<file path="src/design/adec_pkg.sv">
`default_nettype none
package adec_pkg;

    localparam int MAX_CLASSES    = 16;
    localparam int EXP_TABLE_BITS = 8;
    localparam int POS_W          = 5;
    localparam int ARG_W          = 4;
    localparam int SUM_W          = 24;
    localparam int EXP_W          = 17;
    localparam int EXP_CNT_W      = 4;
    localparam int DIV_NUM_W      = 34;
    localparam int DIV_DEN_W      = 24;
    localparam int DIV_CNT_W      = 6;

    localparam logic [15:0]      LOG2E_Q15 = 16'd47274;
    localparam logic [17:0]      E_Q16     = 18'd178145;
    localparam logic [16:0]      ONE_Q16   = 17'd65536;
    localparam logic [SUM_W-1:0] SUM_MAX   = 24'hFFFFFF;

    localparam logic CFG_IMG_W = 1'b0;
    localparam logic CFG_IMG_H = 1'b1;

    // 2^(-2^-j) in Q0.30, j = 1..12
    localparam logic [29:0] POW2_FRAC [12] = '{
        30'd759250125, 30'd902905651, 30'd984625594, 30'd1028218693,
        30'd1050733751, 30'd1062175491, 30'd1067942999, 30'd1070838486,
        30'd1072289172, 30'd1073015253, 30'd1073378455, 30'd1073560135
    };

    typedef struct packed {
        logic signed [15:0] conf;
        logic signed [15:0] dx;
        logic signed [15:0] dy;
        logic signed [15:0] dw;
        logic signed [15:0] dh;
        logic [15:0]        acx;
        logic [15:0]        acy;
        logic [15:0]        aw;
        logic [15:0]        ah;
        logic [SUM_W-1:0]   exp_sum;
        logic [ARG_W-1:0]   argmax;
    } t_job;

    typedef struct packed {
        logic full;
        logic empty;
    } t_q_stat;

endpackage
`default_nettype wire

</file>
<file path="src/design/adec_fifo.sv">
`default_nettype none
module adec_fifo (
    input  wire logic            i_clk,
    input  wire logic            i_rst_n,
    input  wire logic            i_push,
    input  wire adec_pkg::t_job  i_job,
    input  wire logic            i_pop,
    output adec_pkg::t_job       o_job,
    output adec_pkg::t_q_stat    o_stat
);
    adec_pkg::t_job r_mem [2];
    logic           r_wp;
    logic           r_rp;
    logic [1:0]     r_cnt;

    always_ff @(posedge i_clk) begin
        if (!i_rst_n) begin
            r_wp  <= 1'b0;
            r_rp  <= 1'b0;
            r_cnt <= '0;
        end else begin
            if (i_push) begin
                r_wp <= ~r_wp;
            end
            if (i_pop) begin
                r_rp <= ~r_rp;
            end
            r_cnt <= r_cnt + 2'(i_push) - 2'(i_pop);
        end
    end

    always_ff @(posedge i_clk) begin
        if (i_push) begin
            r_mem[r_wp] <= i_job;
        end
    end

    assign o_job        = r_mem[r_rp];
    assign o_stat.full  = r_cnt == 2'd2;
    assign o_stat.empty = r_cnt == 2'd0;
endmodule
`default_nettype wire

</file>
<file path="config.mk">
export PLATFORM = sky130hd
export DESIGN_NAME = adec_fifo
export DESIGN_NICKNAME = d
export VERILOG_FILES = /design/src/design/adec_pkg.sv /design/src/design/adec_fifo.sv
export SDC_FILE = /design/constraint.sdc
export NUM_CORES = 1
export LEC_CHECK = 0
export ABC_CLOCK_PERIOD_IN_PS = 10800
export BUFFER_PORTS_ARGS = -buffer_cell sky130_fd_sc_hd__buf_2
export CAP_MARGIN = 20
export CORE_AREA = 2 2 175 177
export CTS_CLUSTER_DIAMETER = 40
export DETAILED_ROUTE_END_ITERATION = 10
export DIE_AREA = 0 0 177 179
export PLACE_DENSITY = 0.7
export RECOVER_POWER = 25
export SLEW_MARGIN = 30
export SYNTH_ARGS = -nofsm -noshare
export SYNTH_HDL_FRONTEND = slang
export SYNTH_SLANG_ARGS = --single-unit
</file>
<file path="constraint.sdc">
create_clock -name i_clk -period 10.8 [get_ports i_clk]
set_clock_uncertainty 0.1 [all_clocks]
set_input_delay 3.24 -clock i_clk [delete_from_list [all_inputs] [get_ports i_clk]]
set_output_delay 3.24 -clock i_clk [all_outputs]
set_load 0.01 [all_outputs]
</file>
==> reports/metrics.csv <==
stage;metric;value;unit
synthesis;ys_ff_latch;349;
clock_tree;path_clk_slew;0.06;ns
grt;grt_use_met1;0.1750;
die;start_util;0.4313;
clock_tree;cts_tree;built;
synthesis;yosys.area.top_type_share;0.7977;
power;p_int;0.002616;W
setup_path;crit_type;flop to primary output;
synthesis;syn_area_per_cell;23.29;µm²
setup_path;path_max_fanout;63;
timing;post-route-period-util;0.5598;
route;drtIter0Drc;298;
synthesis;synthFlopType;edfxtp_1;
power;p_clk_frac;0.424;
setup_path;timing.rr.start;r_wp;
timing;fin_crit;6.046;ns
synthesis;ys_seq_area_frac;0.8054;
clock_tree;clock_tree.root_cell;clkbuf_16;
clock_tree;cts.sinks;349;
grt;grt_pass1_wl;36.36;mm
cells_and_area;fin_nets;1117;
grt;grt-ovfl-total;0;
worst_hold_path;hold_path_depth;2;
die;rows;64;
die;die_y;179;µm
clock_tree;clk_path_buf_depth;3;
route;firstDrtPassIters;4;
worst_hold_path;hp-start;r_rp;
synthesis;yosys_warnings;0;
clock_tree;insertion_delay;0.52;ns
grt;grt_max_degree;174;
power;p_sw_frac;0.2130;
flow_run;cap_viol_max_count;0;
die;io_pins;350;
synthesis;synth_most_common_cell;edfxtp_1;
power;switchingPower;0.0007082;W
power;p_per_area;200.6;nW/µm²
timing;rsz0062_at_grt;no;
synthesis;syn-num-nets;734;
cells_and_area;fillerInstances;2413;
outcome;status;complete, no violations;
placed_design;dp.cells;1287;
timing;setup-tns-final;0;ns
setup_path;cp-end-kind;primary output;
timing;tightest_slew;0.8983;ns
placed_design;gp_congestion;0.7153;
setup_path;worst_path_largest_cell_delay;0.87;ns
grt;grtUsageTotal;0.1511;
synthesis;synthTopCellsByCount;edfxtp_1 (344), mux2_2 (92), mux2_4 (80), buf_6 (10), buf_2 (9);
worst_hold_path;hold_path_class;flop to flop;
cells_and_area;final_cells;1371;
synthesis;synth.top_cells.by_area;edfxtp_1 (80%), mux2_4 (9.3%), mux2_2 (8.0%), buf_6 (0.87%), dfxtp_1 (0.77%);
die;dieArea;31680;µm²
power;leakage;6.336;nW
route;wire_per_inst;18.29;µm
clock_tree;cts_hold_repair.buffers;0;
synthesis;synth_top_cell_by_area;edfxtp_1;
timing;finalSetupViolCount;0;
grt;antenna_found_initial;2;
setup_path;cp-start-kind;flop;
synthesis;netlist_area;12950;µm²
timing;finalHoldViolCount;0;
placed_design;portBuffers;349;
synthesis;syn_inst;556;
timing;max_freq;165.4;MHz
route;vias;6448;
setup_path;arrival;2.71;ns
grt;grt_pass1_vias;6561;
grt;use_met2;0.2537;
clock_tree;cts.repair.resized;0;
setup_path;crit_required;7.46;ns
cells_and_area;layout-drive-gt1-share;0.5827;
placed_design;hpwl;16.09;mm
synthesis;synth_cell_type_count;14;
setup_path;timing.rr.end;r_mem[1][132];
setup_path;reg2regPathDepth;2;
power;power;0.003324;W
timing;slew_viol_final;0;
power;irDropWorstVdd;0.1531;mV
setup_path;critical-path-slowest-cell;dfxtp_4;
cells_and_area;area_growth;27.96;%
die;core_area;30030;µm²
power;pwr-share-seq;0.480;
setup_path;ff2ff_setup_slack;8.52;ns
route;drc;0;
clock_tree;postCtsSetupBuffers;0;
synthesis;async_reset_ff_frac;0;
grt;top_usage_layer;met2;
power;combPwrFrac;0.096;
route;wirelength;25.08;mm
clock_tree;cts_made_buffers;44;
setup_path;crit_chain;buf_6 > mux2_2 > buf_2;
route;ant_nets;0;
timing;slew_headroom;0.4011;
die;die_w;177;µm
route;viasPerCell;4.703;
synthesis;synth_edf_count;344;
clock_tree;htreeDepth;2;
placed_design;pre_cts_slack;5.016;ns
grt;gr-usage-met3;0.06298;
timing;finalWorstSetupSlack;4.754;ns
metal layers:
metal,vias to the layer above,wire length (µm),share of wire
li1,3000,-,-
met1,3129,9444,0.38
met2,270,12360,0.49
met3,47,2642,0.11
met4,2,622,0.025
met5,-,13,0.00052
how the worst max path moves through the flow:
stage / from / to / cells after the start
2_1_floorplan: i_push / r_mem[0][0] / 1
3_3_place_gp: flop / o_job[171] / 3
3_5_place_dp: flop / o_job[6] / 3
4_1_cts: flop / o_job[6] / 3
5_1_grt: flop / o_job[20] / 4
6_report: flop / o_job[6] / 3
power groups by stage:
stage	clock network (W)	registers, W	logic [W]
floorplan	0	0.00162	0.000200
global placement	0	0.00162	0.000317
detailed placement	0	0.00162	0.000321
CTS	0.00144	0.00160	0.000323
global route	0.00150	0.00160	0.000344
finish	0.00141	0.00159	0.000319
metrics by stage:
stage | cell area, µm² | utilization | hold WS [ns]
final | 16570 | 0.5518 | 0.4808
after global routing | 16570 | 0.5518 | 0.5240
after CTS | 16540 | 0.5508 | 0.4834
after detailed placement | 15100 | 0.5028 | 0.4638
after global placement | 15100 | 0.5028 | 0.4625
after floorplan | 12950 | - | 0.4546
worst max-delay path: cells and delay by family, from the launching register on:
kind	cells	cell delay, ns
flip-flops	1	0.87
buffers and inverters	2	0.78
multiplexers	1	0.43
sequential cells by signal, indices dropped and copies added, names as in the netlist, named ones only:
register	cells
r_wp	1
r_mem	344
r_rp	1
r_cnt	2
final cells by class:
class                           instances  area [µm²]  share of cell area
Tap cell                              396       495.5             0.02990
Clock buffer                           52        1152             0.06954
Timing Repair Buffer                  356        1822              0.1099
Antenna cell                            2       5.005           0.0003020
Inverter                                2       7.507           0.0004530
Multi-Input combinational cell        186        2365              0.1427
Clock inverter                         28       290.3             0.01752
Sequential cell                       349       10430              0.6296
cell usage in the layout, fill, tap and decap left out, types with 2 or more instances in the layout:
cell type and count:
and2_1 3, buf_16 2, buf_2 319, buf_4 2
buf_6 2, bufinv_16 5, clkbuf_1 37, clkbuf_16 45
clkinv_1 7, clkinv_2 7, clkinv_4 5, clkinvlp_4 2
dfxtp_1 4, diode_2 2, edfxtp_1 344, ha_1 2
inv_1 2, mux2_2 92, mux2_4 80, nor2b_1 3
cell families (layout without fill, tap and decap cells):
kind of cell | count (synthesis) | count (layout) | share of synthesized area
XOR/XNOR | 2 | 2 | 0.002415
buffers and inverters | 21 | 438 | 0.01275
multiplexers | 172 | 172 | 0.1728
other | 0 | 2 | 0
adder cells (fa/ha/maj) | 2 | 2 | 0.001932
flip-flops | 349 | 349 | 0.8054
AO/OA/AOI/OAI | 1 | 1 | 0.0005799
AND/OR/NAND/NOR | 9 | 9 | 0.004154
(Power assumes the default switching activity.)
