`src/design/adec_pkg.sv`:
```
`default_nettype none
package adec_pkg;

    localparam int MAX_CLASSES    = 16;
    localparam int EXP_TABLE_BITS = 8;
    localparam int POS_W          = 5;
    localparam int ARG_W          = 4;
    localparam int SUM_W          = 24;
    localparam int EXP_W          = 17;
    localparam int EXP_CNT_W      = 4;
    localparam int DIV_NUM_W      = 34;
    localparam int DIV_DEN_W      = 24;
    localparam int DIV_CNT_W      = 6;

    localparam logic [15:0]      LOG2E_Q15 = 16'd47274;
    localparam logic [17:0]      E_Q16     = 18'd178145;
    localparam logic [16:0]      ONE_Q16   = 17'd65536;
    localparam logic [SUM_W-1:0] SUM_MAX   = 24'hFFFFFF;

    localparam logic CFG_IMG_W = 1'b0;
    localparam logic CFG_IMG_H = 1'b1;

    // 2^(-2^-j) in Q0.30, j = 1..12
    localparam logic [29:0] POW2_FRAC [12] = '{
        30'd759250125, 30'd902905651, 30'd984625594, 30'd1028218693,
        30'd1050733751, 30'd1062175491, 30'd1067942999, 30'd1070838486,
        30'd1072289172, 30'd1073015253, 30'd1073378455, 30'd1073560135
    };

    typedef struct packed {
        logic signed [15:0] conf;
        logic signed [15:0] dx;
        logic signed [15:0] dy;
        logic signed [15:0] dw;
        logic signed [15:0] dh;
        logic [15:0]        acx;
        logic [15:0]        acy;
        logic [15:0]        aw;
        logic [15:0]        ah;
        logic [SUM_W-1:0]   exp_sum;
        logic [ARG_W-1:0]   argmax;
    } t_job;

    typedef struct packed {
        logic full;
        logic empty;
    } t_q_stat;

endpackage
`default_nettype wire

```
`src/design/adec_exp.sv`:
```
`default_nettype none
// exp(-d), d in Q5.11, result Q1.16; one table product per cycle
module adec_exp (
    input  wire logic                          i_clk,
    input  wire logic                          i_rst_n,
    input  wire logic                          i_start,
    input  wire logic [15:0]                   i_d,
    output logic                               o_done,
    output logic [adec_pkg::EXP_W-1:0]         o_res
);
    logic                              r_busy;
    logic                              r_done;
    logic [adec_pkg::EXP_CNT_W-1:0]    r_cnt;
    logic [31:0]                       r_t;
    logic [30:0]                       r_r;
    logic [adec_pkg::EXP_W-1:0]        r_res;
    logic [60:0]                       prod;
    logic [5:0]                        n_int;
    logic [30:0]                       shifted;
    logic                              f_bit;

    assign n_int   = r_t[31:26];
    assign shifted = r_r >> (n_int + 6'd14);
    assign f_bit   = r_t[25 - int'(r_cnt)];
    assign prod    = 61'(r_r) * 61'(adec_pkg::POW2_FRAC[r_cnt]);

    always_ff @(posedge i_clk) begin
        if (!i_rst_n) begin
            r_busy <= 1'b0;
            r_done <= 1'b0;
        end else begin
            r_done <= 1'b0;
            if (i_start) begin
                r_busy <= 1'b1;
                r_cnt  <= '0;
                r_t    <= 32'(i_d) * 32'(adec_pkg::LOG2E_Q15);
                r_r    <= 31'(1) << 30;
            end else if (r_busy) begin
                if (r_cnt == adec_pkg::EXP_CNT_W'(adec_pkg::EXP_TABLE_BITS)) begin
                    r_busy <= 1'b0;
                    r_done <= 1'b1;
                    r_res  <= (n_int > 6'd16) ? '0 : shifted[adec_pkg::EXP_W-1:0];
                end else begin
                    if (f_bit) begin
                        r_r <= prod[60:30];
                    end
                    r_cnt <= r_cnt + 1'b1;
                end
            end
        end
    end

    assign o_done = r_done;
    assign o_res  = r_res;
endmodule
`default_nettype wire

```
`src/design/adec_front.sv`:
```
`default_nettype none
// online softmax over the class logits; hands finished anchors to the queue
module adec_front (
    input  wire logic               i_clk,
    input  wire logic               i_rst_n,
    input  wire logic               i_valid,
    output logic                    o_ready,
    input  wire logic signed [15:0] i_class_logit,
    input  wire logic               i_last_class,
    input  wire logic signed [15:0] i_confidence_logit,
    input  wire logic signed [15:0] i_delta_x,
    input  wire logic signed [15:0] i_delta_y,
    input  wire logic signed [15:0] i_delta_w,
    input  wire logic signed [15:0] i_delta_h,
    input  wire logic [15:0]        i_anchor_cx,
    input  wire logic [15:0]        i_anchor_cy,
    input  wire logic [15:0]        i_anchor_w,
    input  wire logic [15:0]        i_anchor_h,
    output logic                    o_push,
    output adec_pkg::t_job          o_job,
    input  wire adec_pkg::t_q_stat  i_stat
);
    localparam logic [1:0] F_IDLE = 2'd0;
    localparam logic [1:0] F_EXP  = 2'd1;
    localparam logic [1:0] F_PUSH = 2'd2;

    logic [1:0]                        r_state;
    logic signed [15:0]                r_max;
    logic signed [15:0]                r_x;
    logic [adec_pkg::SUM_W-1:0]        r_sum;
    logic [adec_pkg::ARG_W-1:0]        r_arg;
    logic [adec_pkg::POS_W-1:0]        r_pos;
    logic                              r_gt;
    logic                              r_last;
    adec_pkg::t_job                    r_job;

    logic                              accept;
    logic signed [16:0]                diff;
    logic                              gt;
    logic [15:0]                       d_mag;
    logic                              exp_done;
    logic [adec_pkg::EXP_W-1:0]        exp_res;
    logic [40:0]                       scaled;
    logic [25:0]                       sum_wide;
    logic [adec_pkg::SUM_W-1:0]        sum_new;

    assign o_ready = r_state == F_IDLE;
    assign accept  = i_valid && o_ready;
    assign diff    = 17'(i_class_logit) - 17'(r_max);
    assign gt      = i_class_logit > r_max;
    assign d_mag   = gt ? diff[15:0] : 16'(-diff);

    adec_exp u_exp (
        .i_clk   (i_clk),
        .i_rst_n (i_rst_n),
        .i_start (accept),
        .i_d     (d_mag),
        .o_done  (exp_done),
        .o_res   (exp_res)
    );

    always_comb begin
        scaled = 41'(r_sum) * 41'(exp_res);
        if (r_gt) begin
            sum_wide = 26'(scaled[40:16]) + 26'(adec_pkg::ONE_Q16);
        end else begin
            sum_wide = 26'(r_sum) + 26'(exp_res);
        end
        sum_new = (sum_wide > 26'(adec_pkg::SUM_MAX)) ? adec_pkg::SUM_MAX
                                                       : sum_wide[adec_pkg::SUM_W-1:0];
    end

    assign o_push = (r_state == F_PUSH) && !i_stat.full;
    assign o_job  = r_job;

    always_ff @(posedge i_clk) begin
        if (!i_rst_n) begin
            r_state <= F_IDLE;
            r_max   <= 16'sh8000;
            r_sum   <= '0;
            r_arg   <= '0;
            r_pos   <= '0;
        end else begin
            unique case (r_state)
                F_IDLE: begin
                    if (accept) begin
                        r_state <= F_EXP;
                    end
                end
                F_EXP: begin
                    if (exp_done) begin
                        if (r_last) begin
                            r_state <= F_PUSH;
                        end else begin
                            r_sum <= sum_new;
                            if (r_gt) begin
                                r_max <= r_x;
                                r_arg <= r_pos[adec_pkg::ARG_W-1:0];
                            end
                            r_pos   <= r_pos + 1'b1;
                            r_state <= F_IDLE;
                        end
                    end
                end
                F_PUSH: begin
                    if (!i_stat.full) begin
                        r_max   <= 16'sh8000;
                        r_sum   <= '0;
                        r_arg   <= '0;
                        r_pos   <= '0;
                        r_state <= F_IDLE;
                    end
                end
                default: r_state <= F_IDLE;
            endcase
        end
    end

    always_ff @(posedge i_clk) begin
        if (accept) begin
            r_x        <= i_class_logit;
            r_gt       <= gt;
            r_last     <= i_last_class ||
                          (r_pos >= adec_pkg::POS_W'(adec_pkg::MAX_CLASSES - 1));
            r_job.conf <= i_confidence_logit;
            r_job.dx   <= i_delta_x;
            r_job.dy   <= i_delta_y;
            r_job.dw   <= i_delta_w;
            r_job.dh   <= i_delta_h;
            r_job.acx  <= i_anchor_cx;
            r_job.acy  <= i_anchor_cy;
            r_job.aw   <= i_anchor_w;
            r_job.ah   <= i_anchor_h;
        end
        if (r_state == F_EXP && exp_done && r_last) begin
            r_job.exp_sum <= sum_new;
            r_job.argmax  <= r_gt ? r_pos[adec_pkg::ARG_W-1:0] : r_arg;
        end
    end
endmodule
`default_nettype wire

```
`config.mk`:
```
export PLATFORM = sky130hd
export DESIGN_NAME = adec_front
export DESIGN_NICKNAME = d
export VERILOG_FILES = /design/src/design/adec_pkg.sv /design/src/design/adec_exp.sv /design/src/design/adec_front.sv
export SDC_FILE = /design/constraint.sdc
export NUM_CORES = 2
export LEC_CHECK = 0
export BUFFER_PORTS_ARGS = -buffer_cell sky130_fd_sc_hd__buf_2
export CAP_MARGIN = 5
export CORE_ASPECT_RATIO = 1.25
export CORE_MARGIN = 2
export CORE_UTILIZATION = 45
export CTS_BUF_LIST = sky130_fd_sc_hd__clkbuf_16
export DETAILED_ROUTE_END_ITERATION = 7
export PLACE_DENSITY = 0.62
export SYNTH_ARGS = -nofsm -noshare
export SYNTH_HDL_FRONTEND = slang
export SYNTH_SLANG_ARGS = --single-unit
```
`constraint.sdc`:
```
create_clock -name i_clk -period 13.3 [get_ports i_clk]
set_input_delay 2.66 -clock i_clk [delete_from_list [all_inputs] [get_ports i_clk]]
set_output_delay 2.66 -clock i_clk [all_outputs]
set_load 0.005 [all_outputs]
```
==> flow_metrics.py <==
metrics = {
    "critical_path": {
        "path_max_fanout": 7,
        "cp-end-kind": "register",
        "r2r_slack_ns": 2.32,
        "slowest_stage": "xnor2_1",
        "max_stage_delay_ns": 0.66,
        "arrival_ns": 11.94,
        "critPathKind": "in2reg",
        "crit_top_cell": "fa_1",
        "worstPathRequired_ns": 13.66,
        "start_kind": "input port",
    },
    "clock_network": {
        "cts_tree": "yes",
        "cts_setup_buffers": 0,
        "cts.sink_count": 326,
        "cts_root_buf": "clkbuf_16",
        "cts_max_path_buffers": 3,
        "numCtsBuffers": 37,
        "cts-htree-levels": 2,
        "cts.clk_slew.worst_paths_ns": 0.07,
        "insertion_delay_ns": 0.61,
        "holdBufCountCts": 0,
        "cts-resized-gates": 0,
    },
    "timing": {
        "setup_viol": 0,
        "fmax_mhz": 86.38,
        "slew_headroom_pct": 14.36,
        "fin_crit_ns": 11.58,
        "finalHoldViolCount": 0,
        "worst_pin_slew_ns": 1.283,
        "finalWorstSetupSlack_ns": 1.724,
        "slew_violations": 0,
        "period_share_pct": 87.04,
        "rsz0062_at_grt": "no",
        "fin_skew_ns": 0.02808,
        "hold_slack_ns": 0.4760,
        "tns_ns": 0,
    },
    "yosys": {
        "yosys_register_bits": 326,
        "synth_area_um2": 61320,
        "synth_top_area_share_pct": 39.34,
        "synth_fp_nets": 8355,
        "yosysSeqAreaShare_pct": 15.10,
        "ys.flop_type": "edfxtp_1",
        "synth_top_area_cell": "fa_1",
        "synth_cell_type_count": 92,
        "syn_avg_cell_area_um2": 9.515,
        "synth_area_leaders": "fa_1 39%, edfxtp_1 13%, ha_1 11%",
        "synth_edf_count": 273,
        "yosys_warnings": 0,
        "syn_inst": 6444,
        "ys_async_sr_fraction_pct": 0,
    },
    "detailed_routing": {
        "vias": 44990,
        "wl_per_cell_um": 19.51,
        "routed_via_density": 5.353,
        "wirelength_mm": 163.9,
        "drt_iter0_markers": 2815,
        "postRouteAntennaNets": 0,
        "drtPass1Iterations": 5,
        "drc_errors": 0,
    },
    "grt": {
        "gr-total-overflow": 0,
        "antenna_found_initial": 5,
        "grt_pass1_wl_mm": 265.0,
        "grt_pass1_vias": 48730,
        "track_usage_pct": 24.23,
        "grt_max_degree": 116,
    },
    "floorplanning": {
        "floorplan.initialDensity_pct": 45.26,
        "rows": 151,
        "io_pins": 340,
        "fp.dieArea_um2": 139200,
        "coreArea_um2": 135500,
        "die_w_um": 334.2,
        "die_h_um": 416.7,
    },
    "place": {
        "dp_hpwl_mm": 125.3,
        "globalplace.congestion": 0.9126,
        "place_ws_ns": 1.168,
        "port_buffers": 338,
    },
    "cells_and_area": {
        "nets": 8526,
        "n_fill_cell": 12720,
        "layout_commonest_cell": "inv_1",
        "drive_gt1_share_pct": 8.972,
        "area_delta_synth_final_pct": 7.983,
        "final_cell_mix": "1390 x inv_1, 1205 x fa_1, 1026 x nand2_1, 540 x ha_1, 377 x and2_1",
    },
    "flow_run": {
        "max_cap_viol_count": 0,
    },
    "min_path": {
        "min_path_type": "reg2reg",
    },
    "outcome": {
        "status": "complete, no violations",
    },
}
-- layout make-up --
cell class	count	area, um^2	share of cell area [%]
inverter	1388	5218	7.880
sequential	326	9259	13.98
tap	1759	2201	3.324
multi-input combinational	4413	45730	69.07
clock inverter	29	317.8	0.4800
timing repair buffer	449	2529	3.819
clock buffer	38	950.9	1.436
antenna	2	5.005	0.007559
-- metrics by stage --
step                util [%]  area [um^2]  cells
detailed placement     47.93        64920   8334
CTS                    48.86        66190   8401
floorplan                  -        61320   6444
global placement       47.93        64920   8334
global route           48.87        66210   8403
finish                 48.88        66210   8404
-- worst paths after layout --
check                                 startpoint             to  cells after the start
worst min-delay path                    r_arg[2]       r_arg[2]                      2
worst max register to register    u_exp.r_cnt[0]  u_exp.r_r[29]                     31
worst max-delay path            i_class_logit[0]  u_exp.r_t[31]                     35
worst min register to register          r_arg[2]       r_arg[2]                      2
-- Yosys cell counts, drive strengths merged (40+ instances only) --
library cell	n
nand2	1027
fa	1205
and2	379
dfxtp	53
nor2b	109
nor2	180
a21o	54
nor3	43
xnor2	84
inv	1386
nand3	57
ha	540
o211ai	40
clkbuf	291
a21oi	145
o21ai	106
edfxtp	273
xor2	46
-- registers in the layout, summed over array words and instances (netlist names), 2 cells and up --
name / flops
r_x: 16
o_job: 172
r_sum: 24
r_max: 16
u_exp.r_cnt: 4
r_state: 2
u_exp.r_r: 31
r_pos: 5
u_exp.o_res: 17
r_arg: 4
u_exp.r_t: 31
-- routing by layer --
metal | global-route usage [%] | wire length (um) | part of all wire (%)
met5 | 0 | 27 | 0.016
met4 | 8.475 | 6755 | 4.1
met3 | 2.964 | 9316 | 5.7
met2 | 44.09 | 84890 | 52
met1 | 29.48 | 62950 | 38
-- worst max-delay path, delay by kind of cell --
| kind | cells | cell delay [ns] |
|---|---|---|
| xor gates and xnor gates | 2 | 0.79 |
| muxes | 1 | 0.18 |
| adders and majority gates | 9 | 3.60 |
| buffers and inverters | 5 | 0.30 |
| AOI/OAI and AO/OA | 15 | 3.54 |
| and+or+nand+nor | 3 | 0.85 |
-- kinds of logic after synthesis --
family | share of synthesized area [%]
compound gates | 5.687
flops | 15.10
fa+ha+maj | 50.36
simple gates | 14.82
buf+inv | 10.49
xor+xnor | 1.869
mux | 1.665
Power is not shown: default switching activity piles up to over one toggle a cycle in this logic, so the estimate is an artifact.
